**src/hw/rtl/trc_div_cell.sv**
```systemverilog
// ----------------------------------------------------------------------------
// trc_div_cell: one restoring-division step
// Shifts one numerator bit into the remainder, produces one quotient bit and
// keeps a sticky overflow bit for quotients beyond QW bits.
// ----------------------------------------------------------------------------
`default_nettype none

module trc_div_cell #(
    parameter int DW = 62,
    parameter int QW = 62,
    parameter int PW = 2
) (
    input  wire logic          aclk,
    input  wire logic          aresetn,
    input  wire logic          en,
    input  wire logic          in_valid,
    input  wire logic          num_bit,
    input  wire logic [DW-1:0] in_rem,
    input  wire logic [DW-1:0] in_div,
    input  wire logic [QW-1:0] in_quo,
    input  wire logic          in_sat,
    input  wire logic [PW-1:0] in_pay,
    output logic               out_valid,
    output logic [DW-1:0]      out_rem,
    output logic [DW-1:0]      out_div,
    output logic [QW-1:0]      out_quo,
    output logic               out_sat,
    output logic [PW-1:0]      out_pay
);

    logic          valid_reg;
    logic [DW-1:0] rem_reg, rem_next;
    logic [DW-1:0] div_reg;
    logic [QW-1:0] quo_reg, quo_next;
    logic          sat_reg, sat_next;
    logic [PW-1:0] pay_reg;
    logic [DW:0]   trial;
    logic [DW:0]   diff;
    logic          ge;

    // Trial subtract
    always_comb begin
        trial    = {in_rem, num_bit};
        diff     = trial - {1'b0, in_div};
        ge       = (trial >= {1'b0, in_div});
        rem_next = ge ? diff[DW-1:0] : trial[DW-1:0];
        quo_next = {in_quo[QW-2:0], ge};
        sat_next = in_sat | in_quo[QW-1];
    end

    always_ff @(posedge aclk) begin
        if (!aresetn) begin
            valid_reg <= 1'b0;
        end else if (en) begin
            valid_reg <= in_valid;
        end
    end

    always_ff @(posedge aclk) begin
        if (en) begin
            rem_reg <= rem_next;
            div_reg <= in_div;
            quo_reg <= quo_next;
            sat_reg <= sat_next;
            pay_reg <= in_pay;
        end
    end

    assign out_valid = valid_reg;
    assign out_rem   = rem_reg;
    assign out_div   = div_reg;
    assign out_quo   = quo_reg;
    assign out_sat   = sat_reg;
    assign out_pay   = pay_reg;

endmodule

`default_nettype wire

```
**config.mk**
```make
export PLATFORM = sky130hd
export DESIGN_NAME = trc_div_cell
export DESIGN_NICKNAME = d
export VERILOG_FILES = /design/src/hw/rtl/trc_div_cell.sv
export SDC_FILE = /design/constraint.sdc
export NUM_CORES = 1
export LEC_CHECK = 0
export ABC_AREA = 1
export BUFFER_PORTS_ARGS = -buffer_cell sky130_fd_sc_hd__buf_2
export CORE_UTILIZATION = 50
export DETAILED_ROUTE_END_ITERATION = 16
export GPL_TIMING_DRIVEN = 0
export PLACE_DENSITY = 0.8
export SETUP_SLACK_MARGIN = 0.05
export SKIP_LAST_GASP = 1
export SLEW_MARGIN = 10
export SYNTH_ARGS = -nofsm -noshare
export SYNTH_HDL_FRONTEND = slang
export SYNTH_SLANG_ARGS = --single-unit
```
**constraint.sdc**
```tcl
create_clock -name aclk -period 2.8 [get_ports aclk]
set_clock_uncertainty 0.2 [all_clocks]
set_input_delay 0.56 -clock aclk [delete_from_list [all_inputs] [get_ports aclk]]
set_output_delay 0.56 -clock aclk [all_outputs]
set_load 0.01 [all_outputs]
```
==> flow_summary.yaml <==
clock_network:
  clk_path_buf_depth: 2
  cts_hold_buf: 0
  clockRootBuffer: "clkbuf_16"
  path_clk_slew_ps: 80
  clk_latency_ps: 450
  cts.sinks: 190
  cts_tree: "yes"
  numCtsBuffers: 17
  htreeDepth: 4
route:
  routedWlPerCell_um: 18.2
  vias: 12400
  viasPerCell: 5.04
  drtAntennaViolNets: 0
  dr.pass1.iters: 6
  drc: 0
  drt_iter0_drc: 1182
  wirelength_um: 44800
place:
  hpwl_um: 36600
  io_buffers: 383
  post-place-ws_ps: -836
  gp_congestion: 0.927
  placed_area_um2: 15100
synthesis:
  synth_area_per_cell_um2: 7.39
  synth_top_cells_by_area: "edfxtp_1, nand2_1, inv_1, ha_1, nand3_1"
  ys_ff_latch: 190
  synth.distinct_cells: 35
  syn_inst: 1718
  yosysSeqAreaShare_pct: 44.9
  syn_area_um2: 12700
  synth_nets: 1976
  synth_top_area_cell: "edfxtp_1"
  synth_top_area_share_pct: 44.7
  yosysWarnings: 0
pwr:
  p_leak_nw: 8.80
  p_sw_mw: 2.89
  p_clk_share_pct: 30.6
  ir_drop_mv: 0.336
  pwr-share-comb_pct: 27.6
  pwr-share-seq_pct: 41.9
  power_density_nw_per_um2: 533
  netSwitchingFraction_pct: 34.1
  p_int_mw: 5.60
min_path:
  hold_path_class: "input pin to flop"
  whs_path_depth: 1
  hold_start: "in_quo[44]"
  worstHoldEndpoint: "out_quo[45]"
outcome:
  status: "complete, no violations"
sta:
  tns_ps: 0
  hold_violations: 0
  maxSlewHeadroom_pct: 57.9
  fin_ws_ps: 91.9
  finalCriticalPeriod_ps: 2710
  fmax_ghz: 0.369
  slew_violations: 0
  setup_violations: 0
  rsz0062_at_grt: "no"
  period_share_pct: 96.7
  worstMarginPinSlew_ps: 631
global_route:
  gr-total-overflow: 0
  grt_pass1_wl_um: 66500
  grt_start_max_net_pins: 122
  antenna_found_initial: 3
  grt_pass1_vias: 12000
  grt_usage_pct: 34.3
layout:
  drive_gt1_share_pct: 24.4
  fin_util_pct: 64.8
  regArea_um2: 5700
  fill_cells: 2143
  layout.cells.most_common: "nand2_1"
  final_cell_mix: "nand2_1, buf_2, inv_1"
  nets: 2387
  multi_input_comb_area_um2: 5560
  final_area_um2: 15900
  areaGrowthSynthToFinish_pct: 25.5
run:
  drv_cap: 0
floorplanning:
  die_width_um: 161
  num_rows: 57
  io_pins: 384
  die_y_um: 161
  start_util_pct: 51.6
  coreArea_um2: 24600
  dieArea_um2: 26000
setup_path:
  start_kind: "input pin"
  r2r_start: "out_valid"
  reg2reg_slack_ps: 1900
  rr_endpoint: "out_valid"
  r2r_cells: 2
  path_max_fanout: 10
  crit_type: "input pin to flop"
  arrival_ps: 2690
  end_kind: "flop"
  cp.required_ps: 2780
-- sequential cells by signal, summed over array words and instances (netlist names) --
register,count
out_div,62
out_pay,2
out_quo,62
out_rem,62
out_sat,1
out_valid,1
-- what timing repair did --
item / 4_1_cts / 5_1_grt
setup endpoints to repair: 61 / 63
buffers inserted: 7 / 1
pin swaps: 2 / 3
gates resized for setup: 8 / 42
-- area by class of cell --
cell class	count	share of cell area (%)
Antenna cell	2	0.0314
Multi-Input combinational cell	1125	34.9
Inverter	385	9.07
Timing Repair Buffer	392	12.8
Sequential cell	190	35.7
Tap cell	324	2.54
Clock buffer	18	2.69
Buffer	18	1.05
Clock inverter	14	1.19
-- layer usage --
| layer | up-vias | GRT usage [%] | share of wire (%) |
|---|---|---|---|
| li1 | 6152 | - | - |
| met4 | 2 | 10.9 | 2.8 |
| met2 | 549 | 59.6 | 49 |
| met1 | 5669 | 43.7 | 41 |
| met3 | 75 | 5.29 | 7.6 |
| met5 | - | 0 | 0.029 |
-- how the worst max path moves through the flow --
stage | slack [ps] | to | from
finish | 90 | out_rem[31] | in_rem[59]
detailed placement | -840 | out_rem[2] | in_div[3]
floorplan | 300 | out_rem[58] | in_div[54]
global route | 50 | out_rem[31] | in_div[31]
CTS | -10 | out_rem[46] | in_div[40]
global placement | -1440 | out_valid | en
-- cell usage after synthesis (all sizes together) --
| library cell | instances |
|---|---|
| dfxtp | 1 |
| nor3 | 10 |
| nor4 | 5 |
| and3 | 1 |
| o21ai | 8 |
| buf | 18 |
| edfxtp | 189 |
| nand2 | 675 |
| ha | 63 |
| xor2 | 29 |
| xnor2 | 1 |
| a21o | 1 |
| inv | 384 |
| nand4 | 15 |
| a21oi | 38 |
| or2 | 3 |
| nor2 | 116 |
| clkinv | 1 |
| nand3 | 151 |
| nand3b | 2 |
| o21bai | 1 |
| and2 | 5 |
| fa | 1 |
-- power groups by stage --
stage	Sequential, mW	Clock (mW)	Combinational [mW]
final	3.56	2.59	2.34
after global routing	3.58	2.71	2.55
after CTS	3.56	2.61	2.28
after detailed placement	3.62	0	2.24
after global placement	3.62	0	2.20
after floorplan	3.79	0	1.10
-- kinds of logic after synthesis --
family / after synthesis / synth area share [%]
AOI/OAI and AO/OA: 48 / 1.96
xor gates and xnor gates: 30 / 2.07
adders and majority gates: 64 / 6.37
buffers and inverters: 403 / 12.7
DFF: 190 / 44.9
and+or+nand+nor: 983 / 32.1
-- stage by stage --
step | power [mW] | hold WS [ps] | cells
2_1_floorplan | 4.89 | 355 | 1718
3_3_place_gp | 5.82 | 340 | 2425
3_5_place_dp | 5.85 | 371 | 2426
4_1_cts | 8.44 | 75.2 | 2465
5_1_grt | 8.84 | 72.2 | 2468
6_report | 8.49 | 76.4 | 2468
-- critical path, stage by stage --
cell and delay, ps:
buf_2 120, ha_1 420, a21oi_1 310, o21ai_0 180, a21oi_2 160, nand2_1 80
a21oi_2 150, nand3_4 180, buf_12 180, buf_6 150, nand2_1 70, nand2_1 100
Note: power is estimated with default switching activity, not from simulation.
