[src/hw/rtl/trc_pkg.sv]
// ----------------------------------------------------------------------------
// trc_pkg: shared types and constants for thermal_raw_to_celsius
// Register map codes, field widths, fixed-point constants and result codes.
// ----------------------------------------------------------------------------
`default_nettype none

package trc_pkg;

    // Field widths
    localparam int RAW_W        = 16;
    localparam int RAW_BITS_DEF = 16;
    localparam int TEMP_W       = 16;

    // Register widths
    localparam int GAIN_W = 24;
    localparam int OFFS_W = 28;
    localparam int R1_W   = 32;
    localparam int R2_W   = 32;
    localparam int B_W    = 24;
    localparam int F_W    = 20;
    localparam int O_W    = 24;

    // APB
    localparam int ADDR_W = 5;
    localparam int DATA_W = 32;

    // Datapath widths
    localparam int S8_W       = 31;   // signed radiance sum
    localparam int MAG_W      = 30;   // |s8|
    localparam int D_W        = 62;   // r2 * |s8|
    localparam int Q1_W       = 62;   // clamped quotient
    localparam int DIV1_STEPS = 80;
    localparam int NUM1_SHIFT = 48;
    localparam int A_W        = 63;   // log argument magnitude
    localparam int LZ_W       = 6;
    localparam int X_W        = 32;   // Q1.31 mantissa
    localparam int FRAC_W     = 30;
    localparam int LN_W       = 38;
    localparam int LNM_W      = 36;
    localparam int Q2_W       = 62;
    localparam int DIV2_STEPS = 62;
    localparam int NUM2_SHIFT = 38;

    localparam logic [23:0] LN2_Q24    = 24'd11629080;
    localparam logic [24:0] KELVIN_Q16 = 25'd17901158;

    // Register reset values
    localparam logic [GAIN_W-1:0] GAIN_RST = 24'd1048576;
    localparam logic [OFFS_W-1:0] OFFS_RST = 28'd0;
    localparam logic [R1_W-1:0]   R1_RST   = 32'd5403333;
    localparam logic [R2_W-1:0]   R2_RST   = 32'd53880795;
    localparam logic [B_W-1:0]    B_RST    = 24'd384256;
    localparam logic [F_W-1:0]    F_RST    = 20'd65536;
    localparam logic [O_W-1:0]    O_RST    = 24'hE35400;   // -1879040

    // Register indexes (byte address / 4)
    typedef enum logic [2:0] {
        REG_GAIN = 3'd0,
        REG_OFFS = 3'd1,
        REG_R1   = 3'd2,
        REG_R2   = 3'd3,
        REG_B    = 3'd4,
        REG_F    = 3'd5,
        REG_O    = 3'd6
    } reg_idx_t;

    // Forced result of an item
    typedef enum logic [1:0] {
        SPEC_NONE = 2'd0,
        SPEC_MIN  = 2'd1,
        SPEC_MAX  = 2'd2
    } spec_t;

endpackage

`default_nettype wire

[src/hw/rtl/trc_norm_cell.sv]
// ----------------------------------------------------------------------------
// trc_norm_cell: one step of the leading-zero normalizer
// Shifts left by SH when the top SH bits are all zero and counts the shift.
// ----------------------------------------------------------------------------
`default_nettype none

module trc_norm_cell
    import trc_pkg::*;
#(
    parameter int SH = 32,
    parameter int PW = 3
) (
    input  wire logic             aclk,
    input  wire logic             aresetn,
    input  wire logic             en,
    input  wire logic             in_valid,
    input  wire logic [A_W-1:0]   in_val,
    input  wire logic [LZ_W-1:0]  in_lz,
    input  wire logic [PW-1:0]    in_pay,
    output logic                  out_valid,
    output logic [A_W-1:0]        out_val,
    output logic [LZ_W-1:0]       out_lz,
    output logic [PW-1:0]         out_pay
);

    logic            valid_reg;
    logic [A_W-1:0]  val_reg, val_next;
    logic [LZ_W-1:0] lz_reg, lz_next;
    logic [PW-1:0]   pay_reg;

    // Conditional shift
    always_comb begin
        if (in_val[A_W-1 -: SH] == '0) begin
            val_next = in_val << SH;
            lz_next  = in_lz + LZ_W'(SH);
        end else begin
            val_next = in_val;
            lz_next  = in_lz;
        end
    end

    always_ff @(posedge aclk) begin
        if (!aresetn) begin
            valid_reg <= 1'b0;
        end else if (en) begin
            valid_reg <= in_valid;
        end
    end

    always_ff @(posedge aclk) begin
        if (en) begin
            val_reg <= val_next;
            lz_reg  <= lz_next;
            pay_reg <= in_pay;
        end
    end

    assign out_valid = valid_reg;
    assign out_val   = val_reg;
    assign out_lz    = lz_reg;
    assign out_pay   = pay_reg;

endmodule

`default_nettype wire

[config.mk]
export PLATFORM = sky130hd
export DESIGN_NAME = trc_norm_cell
export DESIGN_NICKNAME = d
export VERILOG_FILES = /design/src/hw/rtl/trc_pkg.sv /design/src/hw/rtl/trc_norm_cell.sv
export SDC_FILE = /design/constraint.sdc
export NUM_CORES = 1
export LEC_CHECK = 0
export BUFFER_PORTS_ARGS = -buffer_cell sky130_fd_sc_hd__buf_2
export CAP_MARGIN = 20
export CORE_MARGIN = 5
export CORE_UTILIZATION = 48
export DETAILED_ROUTE_END_ITERATION = 16
export GPL_ROUTABILITY_DRIVEN = 0
export PLACE_DENSITY = 0.85
export REMOVE_ABC_BUFFERS = 1
export SLEW_MARGIN = 20
export SYNTH_ARGS = -nofsm -noshare
export SYNTH_HDL_FRONTEND = slang
export SYNTH_SLANG_ARGS = --single-unit
[constraint.sdc]
create_clock -name aclk -period 3.5 [get_ports aclk]
set_clock_uncertainty 0.1 [all_clocks]
set_input_delay 0.175 -clock aclk [delete_from_list [all_inputs] [get_ports aclk]]
set_output_delay 0.175 -clock aclk [all_outputs]
set_load 0.01 [all_outputs]
==> results.ini <==
[placed_design]
post-dp-hpwl_mm=4.78
dpl_worst_slack_ns=1.15
placed_cell_area_um2=3580
placement.io_buffers=148

[route]
antenna_left=0
first_pass_iters=4
wl_mm=6.63
vias_per_cell=4.88
drtIter0Drc=83
vias=2017
routedWlPerCell_um=16.1
drc=0

[cells_and_area]
final_cell_area_um2=3980
syn_to_final_growth_pct=43.4
multi_input_area_um2=533
fillers=395
regArea_um2=2180
n_antenna_cell=0
final_util_pct=71.5
nets=412
drive_above_1_share_pct=48.1
final_common_cell=buf_2
mostFrequentLayoutCells=buf_2, edfxtp_1, nor2b_1

[floorplanning]
die_h_um=86.1
start_util_pct=49.9
coreArea_um2=5570
die_area_um2=7410
io_pins=149
rows=27
dieWidth_um=86.1

[critical_path]
critPathRequiredTime_ns=3.48
crit_fanout=37
critPathCaptureType=flop
arrival_ns=2.52
crit_type=input port to flop
startpoint_type=input port
r2r_cells=3

[synthesis]
netlist.top_cell.by_area=edfxtp_1
synth_area_um2=2780
ys_warn_count=0
ys_types=12
yosysSeqAreaShare_pct=78.5
avgSynthCellArea_um2=17.8
ys_seq_elements=73
synth_top_area_share_pct=77.8
synthTopCellsByArea=edfxtp_1, a21o_1, nor2b_1
synth_cells=156

[timing]
worst_pin_slew_ns=0.822
fmax_mhz=395
rsz0062_at_grt=false
hold_viol=0
tns_ns=0
setup_slack_ns=0.966
period_minus_slack_ns=2.53
fin_crit_sh_pct=72.4
slew_viol_final=0
slew_headroom_pct=45.2
setup_viol=0

[clock_network]
root_buffer=clkbuf_8
clkSinkCount=73
cts_inserted_buffers=9
cts_tree=yes
cts_buffer_depth=2
postCtsSetupBuffers=0
clkTransAtPathRegs_ns=0.07
clock_latency_ns=0.33
cts-htree-levels=3
post_cts_resized=0

[status]
status=complete, no violations

[power]
pwr-share-seq_pct=58.5
leakage_nw=1.83
switching_share_pct=22.5
power_switching_mw=0.405
p_int_mw=1.40
power_frac_comb_pct=12.6
p_clk_share_pct=28.9
powerDensity_nw_per_um2=452
ir_drop_v=0.000263

[global_routing]
track_usage_pct=18.2
antenna_found_initial=0
grt_pass1_wl_mm=10.0
grt_max_degree=40
grt-ovfl-total=0
grt_pass1_vias=2169

[min_path]
min_path_type=input port to flop
min_path_cells=2

[run]
drv_cap=0

metrics by stage:
step | instances | hold slack (ns) | total power, mW
2_1_floorplan | 149 | 0.174 | 1.14
3_3_place_gp | 372 | 0.252 | 1.27
3_5_place_dp | 372 | 0.255 | 1.28
4_1_cts | 413 | 0.000537 | 1.83
5_1_grt | 413 | 0.00326 | 1.89
6_report | 413 | 0.0213 | 1.80
per-layer routing:
metal / GRT usage, % / part of all wire [%] / vias to the layer above
li1: - / - / 957
met1: 17.8 / 33 / 941
met2: 32.9 / 53 / 105
met3: 6.44 / 11 / 14
met4: 10.6 / 2.8 / 0
met5: 0 / 0 / -
final cells by class:
class,instances,share of cell area [%]
Sequential cell,73,54.8
Multi-Input combinational cell,76,13.4
Clock inverter,6,0.628
Timing Repair Buffer,176,25.8
Tap cell,72,2.26
Clock buffer,10,3.20
final timing paths:
| path | startpoint | to | slack [ns] |
|---|---|---|---|
| worst max-delay path | in_val[52] | out_lz[5]$_DFFE_PP_ | 0.97 |
| worst min-delay path | in_val[33] | out_val[33]$_DFFE_PP_ | 0.02 |
| worst max register to register | out_valid$_SDFFE_PN0P_ | out_valid$_SDFFE_PN0P_ | 2.25 |
| worst min register to register | out_valid$_SDFFE_PN0P_ | out_valid$_SDFFE_PN0P_ | 0.99 |
synthesized netlist by cell type:
library cell and number:
a21o_1 31, mux2i_1 1, nand4_1 2, buf_6 4, nor2b_1 32, xor2_2 1, nor4_1 8, buf_4 2
dfxtp_1 1, edfxtp_1 72, nor2_4 1, clkbuf_1 1
what timing repair did:
action,in CTS,in global routing
endpoints found under the setup margin,0,0
hold endpoints to repair,24,0
hold buffers,25,0
flip-flops by register name (all words and copies together) (netlist names):
| signal | count |
|---|---|
| out_val | 63 |
| out_valid | 1 |
| out_lz | 6 |
| out_pay | 3 |
worst max-delay path: stages:
cell	delay [ns]
dlygate4sd3_1	0.54
buf_2	0.13
nor4_1	0.51
nand4_1	0.22
nor2_4	0.55
buf_12	0.27
xor2_2	0.08
cells by family after synthesis:
| kind of cell | count (synthesis) | synth area share (%) |
|---|---|---|
| AO/OA/AOI/OAI | 31 | 8.37 |
| XOR/XNOR | 1 | 0.585 |
| buffers and inverters | 7 | 2.30 |
| flip-flops | 73 | 78.5 |
| multiplexers | 1 | 0.360 |
| AND/OR/NAND/NOR | 43 | 9.86 |
power by group through the flow:
stage,Combinational [mW],Clock (mW),Sequential [mW]
2_1_floorplan,0.0279,0,1.11
3_5_place_dp,0.207,0,1.07
3_3_place_gp,0.201,0,1.07
6_report,0.227,0.521,1.05
4_1_cts,0.229,0.543,1.05
5_1_grt,0.246,0.582,1.06
Note: power is estimated with default switching activity, not from simulation.
