`src/hw/rtl/trc_pkg.sv`:
```
// ----------------------------------------------------------------------------
// trc_pkg: shared types and constants for thermal_raw_to_celsius
// Register map codes, field widths, fixed-point constants and result codes.
// ----------------------------------------------------------------------------
`default_nettype none

package trc_pkg;

    // Field widths
    localparam int RAW_W        = 16;
    localparam int RAW_BITS_DEF = 16;
    localparam int TEMP_W       = 16;

    // Register widths
    localparam int GAIN_W = 24;
    localparam int OFFS_W = 28;
    localparam int R1_W   = 32;
    localparam int R2_W   = 32;
    localparam int B_W    = 24;
    localparam int F_W    = 20;
    localparam int O_W    = 24;

    // APB
    localparam int ADDR_W = 5;
    localparam int DATA_W = 32;

    // Datapath widths
    localparam int S8_W       = 31;   // signed radiance sum
    localparam int MAG_W      = 30;   // |s8|
    localparam int D_W        = 62;   // r2 * |s8|
    localparam int Q1_W       = 62;   // clamped quotient
    localparam int DIV1_STEPS = 80;
    localparam int NUM1_SHIFT = 48;
    localparam int A_W        = 63;   // log argument magnitude
    localparam int LZ_W       = 6;
    localparam int X_W        = 32;   // Q1.31 mantissa
    localparam int FRAC_W     = 30;
    localparam int LN_W       = 38;
    localparam int LNM_W      = 36;
    localparam int Q2_W       = 62;
    localparam int DIV2_STEPS = 62;
    localparam int NUM2_SHIFT = 38;

    localparam logic [23:0] LN2_Q24    = 24'd11629080;
    localparam logic [24:0] KELVIN_Q16 = 25'd17901158;

    // Register reset values
    localparam logic [GAIN_W-1:0] GAIN_RST = 24'd1048576;
    localparam logic [OFFS_W-1:0] OFFS_RST = 28'd0;
    localparam logic [R1_W-1:0]   R1_RST   = 32'd5403333;
    localparam logic [R2_W-1:0]   R2_RST   = 32'd53880795;
    localparam logic [B_W-1:0]    B_RST    = 24'd384256;
    localparam logic [F_W-1:0]    F_RST    = 20'd65536;
    localparam logic [O_W-1:0]    O_RST    = 24'hE35400;   // -1879040

    // Register indexes (byte address / 4)
    typedef enum logic [2:0] {
        REG_GAIN = 3'd0,
        REG_OFFS = 3'd1,
        REG_R1   = 3'd2,
        REG_R2   = 3'd3,
        REG_B    = 3'd4,
        REG_F    = 3'd5,
        REG_O    = 3'd6
    } reg_idx_t;

    // Forced result of an item
    typedef enum logic [1:0] {
        SPEC_NONE = 2'd0,
        SPEC_MIN  = 2'd1,
        SPEC_MAX  = 2'd2
    } spec_t;

endpackage

`default_nettype wire

```
`src/hw/rtl/trc_sq_cell.sv`:
```
// ----------------------------------------------------------------------------
// trc_sq_cell: one bit of the log2 fraction by squaring
// Squares the Q1.31 mantissa, renormalizes and sets fraction bit FB when
// the square reached two.
// ----------------------------------------------------------------------------
`default_nettype none

module trc_sq_cell
    import trc_pkg::*;
#(
    parameter int FB = 29,
    parameter int PW = 9
) (
    input  wire logic              aclk,
    input  wire logic              aresetn,
    input  wire logic              en,
    input  wire logic              in_valid,
    input  wire logic [X_W-1:0]    in_x,
    input  wire logic [FRAC_W-1:0] in_frac,
    input  wire logic [PW-1:0]     in_pay,
    output logic                   out_valid,
    output logic [X_W-1:0]         out_x,
    output logic [FRAC_W-1:0]      out_frac,
    output logic [PW-1:0]          out_pay
);

    logic              valid_reg;
    logic [X_W-1:0]    x_reg, x_next;
    logic [FRAC_W-1:0] frac_reg, frac_next;
    logic [PW-1:0]     pay_reg;
    logic [2*X_W-1:0]  prod;
    logic [X_W:0]      y;

    // Square and renormalize
    always_comb begin
        prod      = in_x * in_x;
        y         = prod[2*X_W-1:X_W-1];
        frac_next = in_frac;
        if (y[X_W]) begin
            x_next        = y[X_W:1];
            frac_next[FB] = 1'b1;
        end else begin
            x_next = y[X_W-1:0];
        end
    end

    always_ff @(posedge aclk) begin
        if (!aresetn) begin
            valid_reg <= 1'b0;
        end else if (en) begin
            valid_reg <= in_valid;
        end
    end

    always_ff @(posedge aclk) begin
        if (en) begin
            x_reg    <= x_next;
            frac_reg <= frac_next;
            pay_reg  <= in_pay;
        end
    end

    assign out_valid = valid_reg;
    assign out_x     = x_reg;
    assign out_frac  = frac_reg;
    assign out_pay   = pay_reg;

endmodule

`default_nettype wire

```
`config.mk`:
```
export PLATFORM = sky130hd
export DESIGN_NAME = trc_sq_cell
export DESIGN_NICKNAME = d
export VERILOG_FILES = /design/src/hw/rtl/trc_pkg.sv /design/src/hw/rtl/trc_sq_cell.sv
export SDC_FILE = /design/constraint.sdc
export NUM_CORES = 2
export LEC_CHECK = 0
export BUFFER_PORTS_ARGS = -buffer_cell sky130_fd_sc_hd__buf_2
export CORE_MARGIN = 5
export CORE_UTILIZATION = 46
export DETAILED_ROUTE_END_ITERATION = 10
export SYNTH_ARGS = -nofsm -noshare
export SYNTH_HDL_FRONTEND = slang
export SYNTH_SLANG_ARGS = --single-unit
```
`constraint.sdc`:
```
create_clock -name aclk -period 10.6 [get_ports aclk]
set_input_delay 0 -clock aclk [delete_from_list [all_inputs] [get_ports aclk]]
set_output_delay 0 -clock aclk [all_outputs]
set_load 0.02 [all_outputs]
```
==> results.yml <==
min_path:
  hp-class: "primary input to flip-flop"
  hp-start: "in_frac[15]"
  hold_end: "out_frac[15]"
  holdPathStages: 2
routing:
  antenna_left: 0
  wl_um: 85000
  dr.pass1.iters: 5
  routed_via_density: 5.05
  wirelength_met1_um: 32900
  met3_length_um: 4810
  vias: 21700
  highest_layer: "met4"
  wl_per_cell_um: 19.7
  dr_wl_met2_um: 44600
  drc: 0
  drt_iter0_drc: 1143
clock_network:
  ctsHtreeMaxLevel: 3
  cts_sinks: 72
  cts_buffers: 9
  cts_tree: "built"
  root_buffer: "clkbuf_16"
  ctsResizeCount: 0
  clk_latency_ps: 320
  clockBufferDepth: 2
  clkTransAtPathRegs_ps: 50
  hold_buffers: 41
  postCtsSetupRepairBufs: 0
logic_synthesis:
  ys_seq_elements: 72
  yosys_most_used_dff: "edfxtp_1"
  synth.distinct_cells: 61
  synth_edf_count: 71
  yosysSeqAreaShare_pct: 6.78
  synth_area_per_cell_um2: 9.72
  ys_warn_count: 0
  syn_area_um2: 31800
  synth_fp_nets: 4434
  synth_cells: 3268
  postSynth.asyncResetShare_pct: 0
placed_design:
  port_buffers: 146
  pre_cts_slack_ps: 1460
  place_congestion: 0.908
  dpl.hpwl_um: 71800
setup_path:
  crit_path_end_kind: "flip-flop"
  worstReg2RegEnd: "out_valid"
  critPathKind: "primary input to flip-flop"
  timing.reg2reg.setup_slack_ps: 9460
  cpMostUsedCell: "fa_1"
  required_ps: 10770
  max_stage_delay_ps: 690
  critPathLaunchType: "primary input"
  critPathBufInv: 6
  cp_max_fo: 15
  critPathArrivalTime_ps: 9090
  r2r-start: "out_valid"
  cp_top_family: "adder cells"
  reg2regPathDepth: 3
  crit_slowest_cell: "a2111oi_0"
timing:
  period_needed_ps: 8920
  fin_setup_tns_ps: 0
  relSlewSlack_pct: 38.6
  rsz0062_at_grt: "no"
  slew_viol_final: 0
  fin_crit_sh_pct: 84.2
  max_freq_mhz: 112
  worst_slack_ps: 1680
  setup_viol_count_final: 0
  worstMarginPinSlew_ps: 921
  fin_skew_ps: 0
  finalHoldViolCount: 0
global_routing:
  grt_usage_pct: 23.7
  grt-ovfl-total: 0
  grt_pass1_vias: 24600
  grt_start_max_net_pins: 73
  grt_first_pass_wirelength_um: 137000
  antenna_found_initial: 2
floorplanning:
  initial_core_util_pct: 46.3
  core_area_um2: 68600
  rows: 96
  die_h_um: 273
  die_area_um2: 74400
  ios: 147
  die_w_um: 273
flow_run:
  maxCapViolations: 0
layout:
  nNetsFinal: 4539
  area_growth_pct: 7.49
  n_antenna_cell: 0
  drive_gt1_share_pct: 6.99
run_status:
  outcome: "finished clean"
worst max path at each step:
stage	startpoint	end	slack (ps)	depth (start not counted)
after detailed placement	in_x[16]	out_x[29]	1460	26
final	in_x[16]	out_x[29]	1680	26
after global routing	in_x[16]	out_x[17]	1400	26
after CTS	in_x[16]	out_x[29]	1780	26
after global placement	in_x[16]	out_x[29]	1440	26
after floorplan	in_x[7]	out_x[25]	2860	28
sequential cells by signal, summed over array words and instances, names as in the netlist:
name       cells
out_pay        9
out_frac      30
out_valid      1
out_x         32
per-layer routing:
metal  vias to the layer above  GRT usage [%]
met4                         0           6.12
met1                     11200           29.6
met5                         -              0
met3                       153           3.21
li1                       9824              -
met2                       591           43.4
cell usage after synthesis, types with 31 or more instances:
master	n	area share, %
a21o_1	36	0.85
o21ai_0	31	0.49
xor2_1	46	1.3
ha_1	300	12
inv_1	976	12
and2_1	230	4.5
edfxtp_1	71	6.7
a21oi_1	72	1.1
clkbuf_1	118	1.4
fa_1	791	50
nor2_1	57	0.67
nand2_1	290	3.4
per-stage QoR:
step / cell area (µm²) / cells / utilization (%) / hold slack, ps
4_1_cts: 34100 / 4309 / 49.8 / 364
6_report: 34100 / 4309 / 49.8 / 378
3_3_place_gp: 33400 / 4252 / 48.7 / 176
5_1_grt: 34100 / 4309 / 49.8 / 364
3_5_place_dp: 33400 / 4252 / 48.7 / 178
2_1_floorplan: 31800 / 3268 / - / 98.9
logic make-up (layout without fill, tap and decap cells):
logic type	count (synthesis)	in the layout	synth area share [%]
flops	72	72	6.78
xor+xnor	76	76	2.10
buf+inv	1101	1211	13.1
mux	31	31	1.12
compound gates	234	234	4.93
simple gates	663	663	10.3
fa+ha+maj	1091	1091	61.7
final cells by class:
class | count | area (µm²)
multi-input cells | 2095 | 25500
repair buffers | 218 | 1370
fillers | 6510 | 34400
well taps | 931 | 1160
clock inverters | 3 | 65.1
inverters | 977 | 3670
clock buffers | 13 | 260
flip-flops and latches | 72 | 2150
worst register-to-register path, cell delays in order (launching register included):
cell and delay [ps]:
dfxtp_1 300, mux2i_1 120, nor2b_1 60, dlygate4sd3_1 540
cell usage in the layout (no fill, tap or decap), drive strengths merged, types with 33 or more instances in the layout:
cell / count
inv: 976
fa: 791
ha: 300
nand2: 290
and2: 230
buf: 177
a21oi: 72
edfxtp: 71
nor2: 57
xor2: 46
dlygate4sd3: 41
a21o: 36
o21ai: 33
Power is left out: the tool's default activity adds up to more than one toggle a clock period on the data nets, which glitch-free logic cannot reach.
